## src/hdl/wcdma_pkg.sv

```systemverilog
`default_nettype none
// ----------------------------------------------------------------------------
// Walsh CDMA package
// Shared types, codes and default sizes for the Walsh-Hadamard spreader and
// despreader over one shared chip store.
// ----------------------------------------------------------------------------
package wcdma_pkg;

  // Default store geometry.
  localparam int MAX_BITS_DEF     = 64;
  localparam int MAX_CODE_LEN_DEF = 64;

  // Field widths.
  localparam int KIND_W   = 2;
  localparam int USER_W   = 6;
  localparam int POS_W    = 6;
  localparam int CHIP_W   = 8;
  localparam int LEVEL_W  = 8;
  localparam int CLOG_W   = 3;
  localparam int USERS_W  = 6;
  localparam int CFG_AW   = 3;
  localparam int CFG_DW   = 32;

  // Item kinds.
  localparam logic [KIND_W-1:0] KIND_CLEAR    = 2'd0;
  localparam logic [KIND_W-1:0] KIND_SPREAD   = 2'd1;
  localparam logic [KIND_W-1:0] KIND_DESPREAD = 2'd2;

  // Register indexes (bit 2 of the byte address).
  localparam logic REG_CODE_LOG2    = 1'b0;
  localparam logic REG_ACTIVE_USERS = 1'b1;

  // Register reset values.
  localparam logic [CLOG_W-1:0]  CODE_LOG2_RST    = 3'd1;
  localparam logic [USERS_W-1:0] ACTIVE_USERS_RST = 6'd1;

  typedef enum logic [1:0] {
    ST_CLEAR,
    ST_IDLE,
    ST_RUN,
    ST_DONE
  } state_t;

  // Control of the shared add unit.
  typedef struct packed {
    logic spread;
    logic negate;
  } mac_ctrl_t;

endpackage : wcdma_pkg
`default_nettype wire

```

## src/hdl/wcdma_mac.sv

```systemverilog
`default_nettype none
// ----------------------------------------------------------------------------
// Walsh CDMA shared add unit
// One adder used for both jobs: a chip plus or minus one with 8-bit
// saturation when spreading, and a correlation accumulate when despreading.
// ----------------------------------------------------------------------------
module wcdma_mac #(
  parameter int ACC_W = 15
) (
  input  wire wcdma_pkg::mac_ctrl_t                   ctrl,
  input  wire logic signed [ACC_W-1:0]                acc,
  input  wire logic signed [wcdma_pkg::CHIP_W-1:0]    chip,
  output logic signed      [ACC_W-1:0]                sum,
  output logic signed      [wcdma_pkg::CHIP_W-1:0]    chip_sat
);

  localparam logic signed [ACC_W-1:0] SAT_HI = ACC_W'(127);
  localparam logic signed [ACC_W-1:0] SAT_LO = -ACC_W'(128);
  localparam logic signed [ACC_W-1:0] ONE    = ACC_W'(1);

  logic signed [ACC_W-1:0] chip_ext;
  logic signed [ACC_W-1:0] op_a;
  logic signed [ACC_W-1:0] op_b;

  always_comb begin
    chip_ext = ACC_W'(chip);
    if (ctrl.spread) begin
      op_a = chip_ext;
      op_b = ctrl.negate ? -ONE : ONE;
    end else begin
      op_a = acc;
      op_b = ctrl.negate ? -chip_ext : chip_ext;
    end
    sum = op_a + op_b;
    if (sum > SAT_HI) begin
      chip_sat = 8'sd127;
    end else if (sum < SAT_LO) begin
      chip_sat = -8'sd128;
    end else begin
      chip_sat = sum[wcdma_pkg::CHIP_W-1:0];
    end
  end

endmodule : wcdma_mac
`default_nettype wire

```

## config.mk

```make
export PLATFORM = sky130hd
export DESIGN_NAME = wcdma_mac
export DESIGN_NICKNAME = d
export VERILOG_FILES = /design/src/hdl/wcdma_pkg.sv /design/src/hdl/wcdma_mac.sv
export SDC_FILE = /design/constraint.sdc
export NUM_CORES = 1
export LEC_CHECK = 0
export BUFFER_PORTS_ARGS = -buffer_cell sky130_fd_sc_hd__buf_2
export CORE_ASPECT_RATIO = 0.7
export CORE_UTILIZATION = 49
export DETAILED_ROUTE_END_ITERATION = 6
export PLACE_DENSITY = 0.81
export SLEW_MARGIN = 10
export SYNTH_ARGS = -nofsm -noshare
export SYNTH_HDL_FRONTEND = slang
export SYNTH_SLANG_ARGS = --single-unit
```

## constraint.sdc

```tcl
create_clock -name vclk -period 3.9
set_clock_uncertainty 0.2 [all_clocks]
set_input_delay 0.39 -clock vclk [all_inputs]
set_output_delay 0.39 -clock vclk [all_outputs]
set_load 0.03 [all_outputs]
```

==> results.cfg, run 1 <==
[run_status]
status = aborted with a tool error
haltStage = clock tree synthesis
error = [ERROR DPL-0038] Utilization greater than 100%, impossible to legalize

[synth]
syn_area_um2 = 1460
yosysSeqAreaShare_pct = 0
synth.distinct_cells = 48
syn_inst = 217
synth_warnings = 0
syn-mean-instance-area_um2 = 6.75
syn-num-nets = 263

[clocking]
cts_resized = 55
cts_hold_buffers = 0
postCtsSetupRepairBufs = 10

[die]
die_x_um = 67.3
fp.dieH_um = 47.7
start_util_pct = 51.9
fp-row-count = 16
io_pins = 48

[placed_design]
dp_hpwl_um = 4890
post-place-ws_ns = -0.711
io_buffers = 48
placed_area_um2 = 2580
place_congestion = 0.852
## synthesized netlist by cell type (all sizes together) (2+ instances only)
library cell  count  area share, %
inv              24            6.2
o21ai            24            8.2
ha               20             17
nand2            18            4.6
a21oi            15            5.1
nor2             10            2.6
o21bai            8            4.1
a21o              7            3.6
clkbuf            7            1.8
mux2              7            5.4
xor2              7            4.2
nand3             6            2.1
nor3              6            2.1
or3               5            2.1
xnor2             5            3.0
a211oi            4            2.7
a31oi             4            2.1
nor2b             4            1.7
buf               3           0.94
nor3b             3            1.5
nand2b            2           0.85
nand4             2           0.85
nor4b             2            1.2
o22ai             2           0.85
o31ai             2            1.0
or2               2           0.85
## stage by stage
step | instances | utilization [%]
after floorplan | 217 | -
after global placement | 361 | 91.3
after detailed placement | 361 | 91.3
## kinds of logic after synthesis
kind of cell             synth area share (%)
adder cells (fa/ha/maj)                  18.5
XOR/XNOR                                 7.18
multiplexers                             6.07
AND/OR/NAND/NOR                          22.6
buffers and inverters                    8.89
AO/OA/AOI/OAI                            36.8
==> inputs of run 2 (changes only) <==
--- a/config.mk
+++ b/config.mk
@@ -6,10 +6,9 @@
 export NUM_CORES = 1
 export LEC_CHECK = 0
 export BUFFER_PORTS_ARGS = -buffer_cell sky130_fd_sc_hd__buf_2
-export CORE_ASPECT_RATIO = 0.7
-export CORE_UTILIZATION = 49
+export CORE_UTILIZATION = 35
 export DETAILED_ROUTE_END_ITERATION = 6
-export PLACE_DENSITY = 0.81
+export PLACE_DENSITY_LB_ADDON = 0.15
 export SLEW_MARGIN = 10
 export SYNTH_ARGS = -nofsm -noshare
 export SYNTH_HDL_FRONTEND = slang
==> constraint.sdc (replaced) <==
create_clock -name vclk -period 5.07
set_clock_uncertainty 0.2 [all_clocks]
set_input_delay 0.507 -clock vclk [all_inputs]
set_output_delay 0.507 -clock vclk [all_outputs]
set_load 0.03 [all_outputs]
==> run 2 against run 1 <==
Compared with the run above:
- the run now ends clean
- synthesized area stayed put
- synthesized cell count stayed put
==> results.cfg, run 2 <==
[run_status]
status = finished, final reports clean

[route]
drt_iter0_markers = 49
antenna_left = 0
avgViaCountPerCell = 5.34
drt_pass1_iterations = 4
drt_wl_total_um = 4020
wl_per_cell_um = 12.7
drc = 0
vias = 1693

[synth]
syn_inst = 217
syn-num-nets = 263
synth-xor-area-share_pct = 7.18
synth_area_leaders = ha_1 (17%), o21ai_0 (7.5%), inv_1 (6.2%), mux2_2 (5.4%), a21oi_1 (5.1%)
synth_fa_ha_area_share_pct = 18.5
synth_compound_area_share_pct = 36.8
synth.mux.area_fraction_pct = 6.07
syn-mean-instance-area_um2 = 6.75
synth_top_family_by_area = compound AO/OA/AOI/OAI gates
yosysSeqAreaShare_pct = 0
synth_warnings = 0
synth_top_area_share_pct = 17.1
yosysTopAreaCell = ha_1
synth_common_cells = inv_1 (24), o21ai_0 (22), ha_1 (20), nand2_1 (18), a21oi_1 (15)
syn_area_um2 = 1460
yosysMostFrequentCell = inv_1
synth.distinct_cells = 48
yosys.area_share.simple_pct = 22.6

[min_path]
min_path_type = primary input to output port
holdPathStages = 4

[clocking]
cts_hold_buffers = 0

[finish]
clkbuf_count = 0
fill_cells = 427
nets = 315
fin_util_pct = 46.7
design.seq.count = 0
n_antenna_cell = 0
regArea_um2 = 0
multiInputGateArea_um2 = 1390
drive_gt1_share_pct = 30.7
area_delta_synth_final_pct = 27.7
design_area_um2 = 1870
final_cell_mix = buf_2 (48), inv_1 (24), o21ai_0 (22), nand2_1 (18), ha_1 (18)
final_common_cell = buf_2

[timing]
max_freq_ghz = 0.208
slew_headroom_pct = 64.9
slew_violations = 0
setup_violations = 0
hold_viol = 0
fin_tns_setup_ns = 0
finalCritPeriodShare_pct = 95.0
finalCriticalPeriod_ns = 4.82
worst_slew_pin_slew_ns = 0.523

[die]
io_pins = 48
coreArea_um2 = 4000
die_x_um = 66.7
start_util_pct = 36.6
fp.dieH_um = 66.7
die_area_um2 = 4440
fp-row-count = 23

[pwr]
peakVddDrop_mv = 0.194
p_leak_nw = 0.935
p_switching_mw = 0.331
internal_power_mw = 0.183
p_clk_share_pct = 0
p_sw_share_pct = 64.4
powerDensity_nw_per_um2 = 275
comb_power_share_pct = 100.0
seqPwrFrac_pct = 0

[job]
drv_cap = 0

[setup_path]
cp.depth = 14
crit_chain = buf_2 > buf_4 > mux2_2 > ha_1 > fa_1 > a211oi_1 > o21ai_2 > xor2_1 > nand4_1 > a22o_1 > a2111oi_4 > a31oi_4 > o21bai_1 > buf_2
critical_path_buf_inv_count = 3
cp_max_fo = 14
path_common_cell = buf_2
cpMaxStageDelayCell = fa_1
critPathRequiredTime_ns = 4.36
worst-setup-path-type = primary input to output port
critPathMaxStageDelay_ns = 0.43
cp-end-kind = output port
crit_arrival_ns = 4.11
worstSetupStartpointType = primary input
cp_top_family = compound AO/OA/AOI/OAI gates

[placed_design]
io_buffers = 48
place_congestion = 0.795
dp_hpwl_um = 3340
placed_area_um2 = 1820

[global_routing]
grt_use_total_pct = 18.4
grt_max_degree = 18
antenna_found_initial = 0
grt_pass1_wl_um = 6510
grt_pass1_vias = 1427
grt-ovfl-total = 0
-- run 2: cell counts after synthesis --
No cell type changed its count.
-- run 2: layer usage --
layer | share of wire [%] | track usage (%) | up-vias
li1 | - | - | 889
met1 | 51 | 28.0 | 759
met2 | 44 | 30.3 | 45
met3 | 4.3 | 0.171 | 0
met4 | 0 | 0 | 0
met5 | 0 | 0 | -
-- run 2: per-stage QoR --
stage	worst slack, ns	instances	total power [mW]	hold WS [ns]
finish	0.254	317	0.514	1.43
global route	-0.00645	317	0.558	1.44
CTS	0.166	317	0.500	1.42
detailed placement	0.203	317	0.498	1.42
global placement	0.247	317	0.500	1.43
floorplan	0.0761	217	0.363	1.19
-- run 2: layout make-up --
class / instances / share of cell area [%]
Multi-Input combinational cell: 183 / 74.2
Timing Repair Buffer: 60 / 17.7
Inverter: 24 / 4.82
Tap cell: 50 / 3.35
-- run 2: final timing paths --
path	from	to	slack, ns
setup / recovery	ctrl[1]	chip_sat[0]	0.25
hold / removal	acc[0]	sum[0]	1.43
-- run 2: tightest hold or removal path: stages --
cell,delay (ns)
buf_2,0.08
mux2_2,0.14
ha_1,0.19
buf_2,0.21
-- run 2: power groups by stage --
| stage | Combinational (mW) | Sequential [mW] | Clock, mW |
|---|---|---|---|
| 2_1_floorplan | 0.363 | 0 | 0 |
| 3_3_place_gp | 0.500 | 0 | 0 |
| 3_5_place_dp | 0.498 | 0 | 0 |
| 4_1_cts | 0.500 | 0 | 0 |
| 5_1_grt | 0.558 | 0 | 0 |
| 6_report | 0.514 | 0 | 0 |
-- run 2: cell families after synthesis --
group / count (synthesis)
compound gates: 78
fa+ha+maj: 21
mux: 8
buf+inv: 34
simple gates: 64
xor+xnor: 12
-- run 2: repair_timing --
item	in CTS	in global routing
setup endpoints to repair	0	7
resized for setup	0	10
buffers inserted	0	0
Power figures use the tool's default switching activity.
